### src/rtl/sscs_pkg.sv
// Shared types, codes and character helpers for the substring search core.
package sscs_pkg;

  localparam logic OP_NEEDLE = 1'b0;
  localparam logic OP_HAY    = 1'b1;

  localparam logic CFG_NEEDLE_LENGTH = 1'b0;
  localparam logic CFG_CASE_MODE     = 1'b1;

  localparam logic MODE_FOLD  = 1'b0;
  localparam logic MODE_SMART = 1'b1;

  localparam logic [7:0] CHAR_UP_A = 8'h41;
  localparam logic [7:0] CHAR_UP_Z = 8'h5A;
  localparam logic [7:0] CHAR_LO_A = 8'h61;
  localparam logic [7:0] CHAR_LO_Z = 8'h7A;
  localparam logic [7:0] CASE_GAP  = 8'h20;

  localparam int CFG_DATA_W = 7;
  localparam int POS_OUT_W  = 16;

  typedef struct packed {
    logic       is_hay;
    logic       wr_ok;
    logic [5:0] idx;
    logic [7:0] data;
    logic [7:0] fold;
    logic       last;
  } item_t;

  typedef struct packed {
    logic [6:0] needle_length;
    logic       case_mode;
  } cfg_t;

  typedef struct packed {
    logic                 found;
    logic [POS_OUT_W-1:0] pos;
    logic                 ovf;
    logic                 done;
  } res_t;

  function automatic logic [7:0] fold_upper(input logic [7:0] c);
    if (c >= CHAR_LO_A && c <= CHAR_LO_Z) begin
      return c - CASE_GAP;
    end
    return c;
  endfunction

  function automatic logic is_upper(input logic [7:0] c);
    return (c >= CHAR_UP_A) && (c <= CHAR_UP_Z);
  endfunction

  // h_fold is the haystack byte already folded to upper case
  function automatic logic bytes_match(input logic [7:0] n, input logic [7:0] h,
                                       input logic [7:0] h_fold, input logic mode);
    if (mode == MODE_SMART && is_upper(n)) begin
      return n == h;
    end
    return fold_upper(n) == h_fold;
  endfunction

endpackage

### src/rtl/sscs_fifo.sv
// Small register FIFO used for the item queue and the result queue.
module sscs_fifo #(
  parameter int WIDTH = 8,
  parameter int DEPTH = 2
) (
  input  logic             clk_i,
  input  logic             rst_ni,
  input  logic             wr_i,
  output logic             full_o,
  input  logic [WIDTH-1:0] wdata_i,
  input  logic             rd_i,
  output logic             empty_o,
  output logic [WIDTH-1:0] rdata_o
);

  localparam int PW = (DEPTH > 1) ? $clog2(DEPTH) : 1;
  localparam int CW = $clog2(DEPTH + 1);

  logic [WIDTH-1:0] mem_q [DEPTH];
  logic [PW-1:0]    wp_q, wp_d, rp_q, rp_d;
  logic [CW-1:0]    cnt_q, cnt_d;
  logic             do_wr, do_rd;

  assign full_o  = (cnt_q == CW'(DEPTH));
  assign empty_o = (cnt_q == '0);
  assign do_wr   = wr_i && !full_o;
  assign do_rd   = rd_i && !empty_o;
  assign rdata_o = mem_q[rp_q];

  always_comb begin
    wp_d  = wp_q;
    rp_d  = rp_q;
    cnt_d = cnt_q + CW'(do_wr) - CW'(do_rd);
    if (do_wr) begin
      wp_d = (wp_q == PW'(DEPTH - 1)) ? '0 : wp_q + 1'b1;
    end
    if (do_rd) begin
      rp_d = (rp_q == PW'(DEPTH - 1)) ? '0 : rp_q + 1'b1;
    end
  end

  always_ff @(posedge clk_i or negedge rst_ni) begin
    if (!rst_ni) begin
      wp_q  <= '0;
      rp_q  <= '0;
      cnt_q <= '0;
    end else begin
      wp_q  <= wp_d;
      rp_q  <= rp_d;
      cnt_q <= cnt_d;
    end
  end

  always_ff @(posedge clk_i) begin
    if (do_wr) begin
      mem_q[wp_q] <= wdata_i;
    end
  end

endmodule

### src/rtl/sscs_front.sv
// Front end: takes input items, classifies them and queues them for the matcher.
module sscs_front import sscs_pkg::*; #(
  parameter int NEEDLE_MAX = 64
) (
  input  logic       clk_i,
  input  logic       rst_ni,
  input  logic       push,
  output logic       full,
  input  logic       operation_i,
  input  logic [5:0] needle_index_i,
  input  logic [7:0] data_byte_i,
  input  logic       last_byte_i,
  input  logic       q_pop_i,
  output logic       q_empty_o,
  output item_t      q_item_o
);

  item_t item;

  always_comb begin
    item.is_hay = (operation_i == OP_HAY);
    // writes past the store are flagged here so the back end never stores them
    item.wr_ok  = (operation_i == OP_NEEDLE) && (int'(needle_index_i) < NEEDLE_MAX);
    item.idx    = needle_index_i;
    item.data   = data_byte_i;
    item.fold   = fold_upper(data_byte_i);
    item.last   = last_byte_i;
  end

  sscs_fifo #(
    .WIDTH($bits(item_t)),
    .DEPTH(2)
  ) u_item_q (
    .clk_i  (clk_i),
    .rst_ni (rst_ni),
    .wr_i   (push),
    .full_o (full),
    .wdata_i(item),
    .rd_i   (q_pop_i),
    .empty_o(q_empty_o),
    .rdata_o(q_item_o)
  );

endmodule

### src/rtl/sscs_back.sv
// Back end: needle store, shift-and matcher, match bookkeeping and result queue.
module sscs_back import sscs_pkg::*; #(
  parameter int NEEDLE_MAX    = 64,
  parameter int POSITION_BITS = 16
) (
  input  logic  clk_i,
  input  logic  rst_ni,
  input  cfg_t  cfg_i,
  input  logic  q_empty_i,
  input  item_t q_item_i,
  output logic  q_pop_o,
  input  logic  pop,
  output logic  empty,
  output res_t  res_o
);

  localparam int IDX_W  = (NEEDLE_MAX > 1) ? $clog2(NEEDLE_MAX) : 1;
  localparam int LCW    = (7 > $clog2(NEEDLE_MAX + 1)) ? 7 : $clog2(NEEDLE_MAX + 1);
  localparam int CNT_W  = POSITION_BITS + 8;

  logic [7:0]               needle_q [NEEDLE_MAX];
  logic [NEEDLE_MAX-1:0]    pmv_q, pmv_d, hit;
  logic [CNT_W-1:0]         cnt_q, cnt_d, start;
  logic [POSITION_BITS-1:0] fstart_q, fstart_d;
  logic                     found_q, found_d, ovf_q, ovf_d;
  logic [LCW-1:0]           lenc;
  logic [IDX_W-1:0]         sel, widx;
  logic                     res_full, take, res_wr;
  res_t                     res;

  assign take    = !q_empty_i && (!q_item_i.is_hay || !res_full);
  assign q_pop_o = take;
  assign res_wr  = take && q_item_i.is_hay;
  assign widx    = IDX_W'(q_item_i.idx);

  assign lenc  = (LCW'(cfg_i.needle_length) > LCW'(NEEDLE_MAX)) ? LCW'(NEEDLE_MAX)
                                                                 : LCW'(cfg_i.needle_length);
  assign sel   = IDX_W'(lenc - LCW'(1));
  assign start = cnt_q - CNT_W'(lenc - LCW'(1));

  always_comb begin
    for (int i = 0; i < NEEDLE_MAX; i++) begin
      hit[i] = bytes_match(needle_q[i], q_item_i.data, q_item_i.fold, cfg_i.case_mode);
    end
    pmv_d[0] = hit[0];
    for (int i = 1; i < NEEDLE_MAX; i++) begin
      pmv_d[i] = pmv_q[i-1] && hit[i];
    end
  end

  always_comb begin
    cnt_d    = (&cnt_q) ? cnt_q : cnt_q + 1'b1;
    found_d  = found_q;
    fstart_d = fstart_q;
    ovf_d    = ovf_q;
    if (!found_q) begin
      if (lenc == '0) begin
        found_d  = 1'b1;
        fstart_d = '0;
      end else if (pmv_d[sel]) begin
        found_d = 1'b1;
        if (|start[CNT_W-1:POSITION_BITS]) begin
          fstart_d = '1;
          ovf_d    = 1'b1;
        end else begin
          fstart_d = start[POSITION_BITS-1:0];
        end
      end
    end
    res.found = found_d;
    res.pos   = POS_OUT_W'(fstart_d);
    res.ovf   = ovf_d;
    res.done  = q_item_i.last;
  end

  always_ff @(posedge clk_i or negedge rst_ni) begin
    if (!rst_ni) begin
      pmv_q    <= '0;
      cnt_q    <= '0;
      found_q  <= 1'b0;
      fstart_q <= '0;
      ovf_q    <= 1'b0;
    end else if (res_wr) begin
      if (q_item_i.last) begin
        pmv_q    <= '0;
        cnt_q    <= '0;
        found_q  <= 1'b0;
        fstart_q <= '0;
        ovf_q    <= 1'b0;
      end else begin
        pmv_q    <= pmv_d;
        cnt_q    <= cnt_d;
        found_q  <= found_d;
        fstart_q <= fstart_d;
        ovf_q    <= ovf_d;
      end
    end
  end

  always_ff @(posedge clk_i) begin
    if (take && q_item_i.wr_ok) begin
      needle_q[widx] <= q_item_i.data;
    end
  end

  sscs_fifo #(
    .WIDTH($bits(res_t)),
    .DEPTH(2)
  ) u_res_q (
    .clk_i  (clk_i),
    .rst_ni (rst_ni),
    .wr_i   (res_wr),
    .full_o (res_full),
    .wdata_i(res),
    .rd_i   (pop),
    .empty_o(empty),
    .rdata_o(res_o)
  );

endmodule

### src/rtl/smart_case_substring_search_core.sv
// A haystack byte is registered in the item queue, and its result in the result queue.
// Throughput: one item per cycle (shift-and matcher) while the result queue is not full.
// Needle writes take a slot in the item queue but give no result.
// Reset (async, active low) clears both queues, the match state and the config registers;
// the needle store is not cleared and holds garbage until written.
module smart_case_substring_search_core import sscs_pkg::*; #(
  parameter int NEEDLE_MAX    = 64,
  parameter int POSITION_BITS = 16
) (
  input  logic                  clk_i,
  input  logic                  rst_ni,
  input  logic                  push,
  output logic                  full,
  input  logic                  operation_i,
  input  logic [5:0]            needle_index_i,
  input  logic [7:0]            data_byte_i,
  input  logic                  last_byte_i,
  output logic                  empty,
  input  logic                  pop,
  output logic                  match_found_o,
  output logic [POS_OUT_W-1:0]  match_position_o,
  output logic                  position_overflow_o,
  output logic                  search_done_o,
  input  logic                  cfg_we_i,
  input  logic                  cfg_index_i,
  input  logic [CFG_DATA_W-1:0] cfg_data_i
);

  cfg_t  cfg_q;
  item_t q_item;
  logic  q_empty, q_pop;
  res_t  res;

  always_ff @(posedge clk_i or negedge rst_ni) begin
    if (!rst_ni) begin
      cfg_q <= '0;
    end else if (cfg_we_i) begin
      case (cfg_index_i)
        CFG_NEEDLE_LENGTH: cfg_q.needle_length <= cfg_data_i;
        CFG_CASE_MODE:     cfg_q.case_mode     <= cfg_data_i[0];
        default: ;
      endcase
    end
  end

  sscs_front #(
    .NEEDLE_MAX(NEEDLE_MAX)
  ) u_front (
    .clk_i         (clk_i),
    .rst_ni        (rst_ni),
    .push          (push),
    .full          (full),
    .operation_i   (operation_i),
    .needle_index_i(needle_index_i),
    .data_byte_i   (data_byte_i),
    .last_byte_i   (last_byte_i),
    .q_pop_i       (q_pop),
    .q_empty_o     (q_empty),
    .q_item_o      (q_item)
  );

  sscs_back #(
    .NEEDLE_MAX   (NEEDLE_MAX),
    .POSITION_BITS(POSITION_BITS)
  ) u_back (
    .clk_i    (clk_i),
    .rst_ni   (rst_ni),
    .cfg_i    (cfg_q),
    .q_empty_i(q_empty),
    .q_item_i (q_item),
    .q_pop_o  (q_pop),
    .pop      (pop),
    .empty    (empty),
    .res_o    (res)
  );

  assign match_found_o       = res.found;
  assign match_position_o    = res.pos;
  assign position_overflow_o = res.ovf;
  assign search_done_o       = res.done;

endmodule

### config.mk
export PLATFORM = sky130hd
export DESIGN_NAME = smart_case_substring_search_core
export DESIGN_NICKNAME = d
export VERILOG_FILES = /design/src/rtl/sscs_pkg.sv /design/src/rtl/sscs_fifo.sv /design/src/rtl/sscs_front.sv /design/src/rtl/sscs_back.sv /design/src/rtl/smart_case_substring_search_core.sv
export SDC_FILE = /design/constraint.sdc
export NUM_CORES = 2
export LEC_CHECK = 0
export BUFFER_PORTS_ARGS = -buffer_cell sky130_fd_sc_hd__buf_2
export CAP_MARGIN = 20
export CELL_PAD_IN_SITES_DETAIL_PLACEMENT = 2
export CELL_PAD_IN_SITES_GLOBAL_PLACEMENT = 2
export CORE_MARGIN = 2
export CORE_UTILIZATION = 45
export CTS_BUF_LIST = sky130_fd_sc_hd__clkbuf_4
export DETAILED_ROUTE_END_ITERATION = 12
export PLACE_DENSITY = 0.81
export SETUP_SLACK_MARGIN = 0.15
export SYNTH_ARGS = -nofsm -noshare
export SYNTH_HDL_FRONTEND = slang
export SYNTH_SLANG_ARGS = --single-unit
export TNS_END_PERCENT = 1
### constraint.sdc
create_clock -name clk_i -period 11.7 [get_ports clk_i]
set_clock_uncertainty 0.1 [all_clocks]
set_input_delay 2.34 -clock clk_i [delete_from_list [all_inputs] [get_ports clk_i]]
set_output_delay 2.34 -clock clk_i [all_outputs]
set_load 0.05 [all_outputs]
==> results.cfg <==
[worst_setup_path]
crit_path_end_kind = flip-flop
crit_path_start_kind = flip-flop
cp.required_ps = 12420
crit_path_max_incr_delay_ps = 980
path_max_fanout = 44
crit_chain = buf_4 -> mux2i_4 -> nand3_1 -> or4_1 -> a21oi_1 -> mux4_2 -> o2111ai_1 -> a221oi_2 -> nor2_2 -> a21oi_2 -> o32ai_1
critPathArrivalTime_ps = 7930
critical_path_class = flip-flop to flip-flop
slowest_stage = mux2i_4

[timing]
slew_headroom = 0.196
hold_slack_ps = 386
fmax_mhz = 139
period_share = 0.617
hold_violations = 0
tightest_slew_ps = 1210
rsz0062_at_grt = no
finalSetupViolCount = 0
slew_viol_final = 0
finalCriticalPeriod_ps = 7220
fin_setup_tns_ps = 0

[global_route]
grt_start_max_net_pins = 76
grtUsageMet1 = 0.433
met2_usage = 0.588
grt_usage = 0.351
grt_pass1_vias = 39200
grt_pass1_wl_um = 256000
grt_overflow = 0
met3_usage = 0.0615
antenna_found_initial = 7
grt-busiest-layer = met2

[clock_tree]
root_buffer = clkbuf_4
cts_buffers = 192
cts_hold_buf = 0
cts_buffer_depth = 3
postCtsSetupBuffers = 0
insertion_delay_ps = 1140
cts_resized = 0
cts_sinks = 711
path_clk_slew_ps = 100
h-tree-depth = 4
cts_tree = yes

[detailed_routing]
wl_per_cell_um = 31.1
vias_per_cell = 6.51
vias = 36200
drc = 0
wirelength_um = 173000
postRouteAntennaNets = 0
drtPass1Iterations = 6
drtIter0Drc = 3345

[yosys]
yosysSeqAreaShare = 0.487
synthArstFlopShare = 0.170
synth_edf_count = 590
ys_dominant_reg_cell = edfxtp_1
yosysWarnings = 0
synthDistinctLibCells = 102
syn_area_per_cell_um2 = 10.7
synth_top_cell_by_area = edfxtp_1
synth_nets = 4128
netlist.area_leader.share = 0.416
ys_seq_elements = 711
synthesis.area_um2 = 42600
synth_common_cells = edfxtp_1 (590), xnor2_1 (542), nand2_1 (297)
yosys-top-cells-area = edfxtp_1 (42%), xnor2_1 (11%), dfrtp_1 (7.1%)
synthMostInstantiatedCell = edfxtp_1
synthCells = 3986

[finish]
seqCellArea_um2 = 20700
drive_gt1_frac = 0.124
stdcell_count = 5559
fillCellCount = 9651
multi_input_area_um2 = 20200
area_delta_synth_final_pct = 10.1
finalNetCount = 4276

[power_and_ir_drop]
leakage_nw = 16.5
total_power_mw = 10.1
p_per_area_nw_per_um2 = 216
vdd_drop_max_v = 0.000239

[placed_design]
dp_cells = 5193
place_congestion = 0.841
numPortBuffers = 49
hpwl_um = 107000

[floorplanning]
core_area_um2 = 93600
die_w_um = 312
die_y_um = 312
fp.dieArea_um2 = 97100
start_util = 0.455
rows = 112
pin_count = 50

[min_path]
holdCritPathClass = flip-flop to flip-flop

[job]
cap_violations = 0

[run_status]
status = finished, final reports clean
cell type report:
type                    instances  share of cell area
well taps                    1254              0.0335
diodes                          4            0.000214
multi-input cells            2885               0.432
flip-flops and latches        711               0.443
inverters                     232              0.0189
clock inverters                67             0.00966
repair buffers                112              0.0161
clock buffers                 294              0.0471
routing by layer:
metal / vias to the layer above / wire, µm
met3: 537 / 12200
met4: 2 / 9520
li1: 15400 / -
met5: - / 14
met1: 18700 / 68600
met2: 1587 / 82700
worst paths after layout:
check	slack (ps)	cells past startpoint	startpoint	endpoint
min	390	2	u_back.pmv_q[48]$_DFFE_PN0P_	u_back.pmv_q[48]$_DFFE_PN0P_
min reg2reg	390	2	u_back.pmv_q[48]$_DFFE_PN0P_	u_back.pmv_q[48]$_DFFE_PN0P_
max reg2reg	4480	11	u_front.u_item_q.rp_q$_DFFE_PN0P_	u_back.u_res_q.mem_q[1][3]$_DFFE_PP_
min in group asynchronous	1230	1	rst_ni	u_back.fstart_q[8]$_DFFE_PN0P_
max	4480	11	u_front.u_item_q.rp_q$_DFFE_PN0P_	u_back.u_res_q.mem_q[1][3]$_DFFE_PP_
max in group asynchronous	8740	2	rst_ni	u_back.pmv_q[50]$_DFFE_PN0P_
state kept, by name (all words and copies together), names as in the netlist:
| register | cells |
|---|---|
| cfg_q | 8 |
| u_back.cnt_q | 24 |
| u_back.found_q | 1 |
| u_back.fstart_q | 16 |
| u_back.needle_q | 512 |
| u_back.ovf_q | 1 |
| u_back.pmv_q | 63 |
| u_back.u_res_q.cnt_q | 2 |
| u_back.u_res_q.mem_q | 38 |
| u_back.u_res_q.rp_q | 1 |
| u_back.u_res_q.wp_q | 1 |
| u_front.u_item_q.cnt_q | 2 |
| u_front.u_item_q.mem_q | 40 |
| u_front.u_item_q.rp_q | 1 |
| u_front.u_item_q.wp_q | 1 |
kinds of logic after synthesis:
logic type	synth area share
and+or+nand+nor	0.148
AOI/OAI and AO/OA	0.146
DFF	0.487
xor gates and xnor gates	0.125
buffers and inverters	0.0405
adders and majority gates	0.0334
muxes	0.0198
placed cells by master, fill, tap and decap left out, drive strengths merged, types with 63 or more instances in the layout:
cell    count
buf       112
nand4      63
ha        112
clkbuf    294
nand2     297
nor2      232
dfrtp     121
a21oi     162
o31ai      76
inv       230
xnor2     542
o21ai     131
nor4      103
nor3      104
edfxtp    590
nand3     135
or4        67
power breakdown:
part           internal [mW]  switching, mW  total (mW)
clock network           1.30           1.19        2.50
logic                   1.15           3.09        4.24
registers               3.22          0.153        3.38
total                   5.68           4.44        10.1
per-stage QoR:
step	setup slack, ps	area [µm²]	utilization
floorplan	5990	42600	-
global placement	4890	44200	0.472
detailed placement	4820	44200	0.472
CTS	4750	46900	0.501
global route	4440	46900	0.501
finish	4480	46900	0.501
worst max-delay path: cells and delay by family, from the launching register on:
family | cells | cell delay (ps)
AND/OR/NAND/NOR | 3 | 1900
AO/OA/AOI/OAI | 5 | 2480
flip-flops | 1 | 400
buffers and inverters | 1 | 610
multiplexers | 2 | 1360
Note: power is estimated with default switching activity, not from simulation.
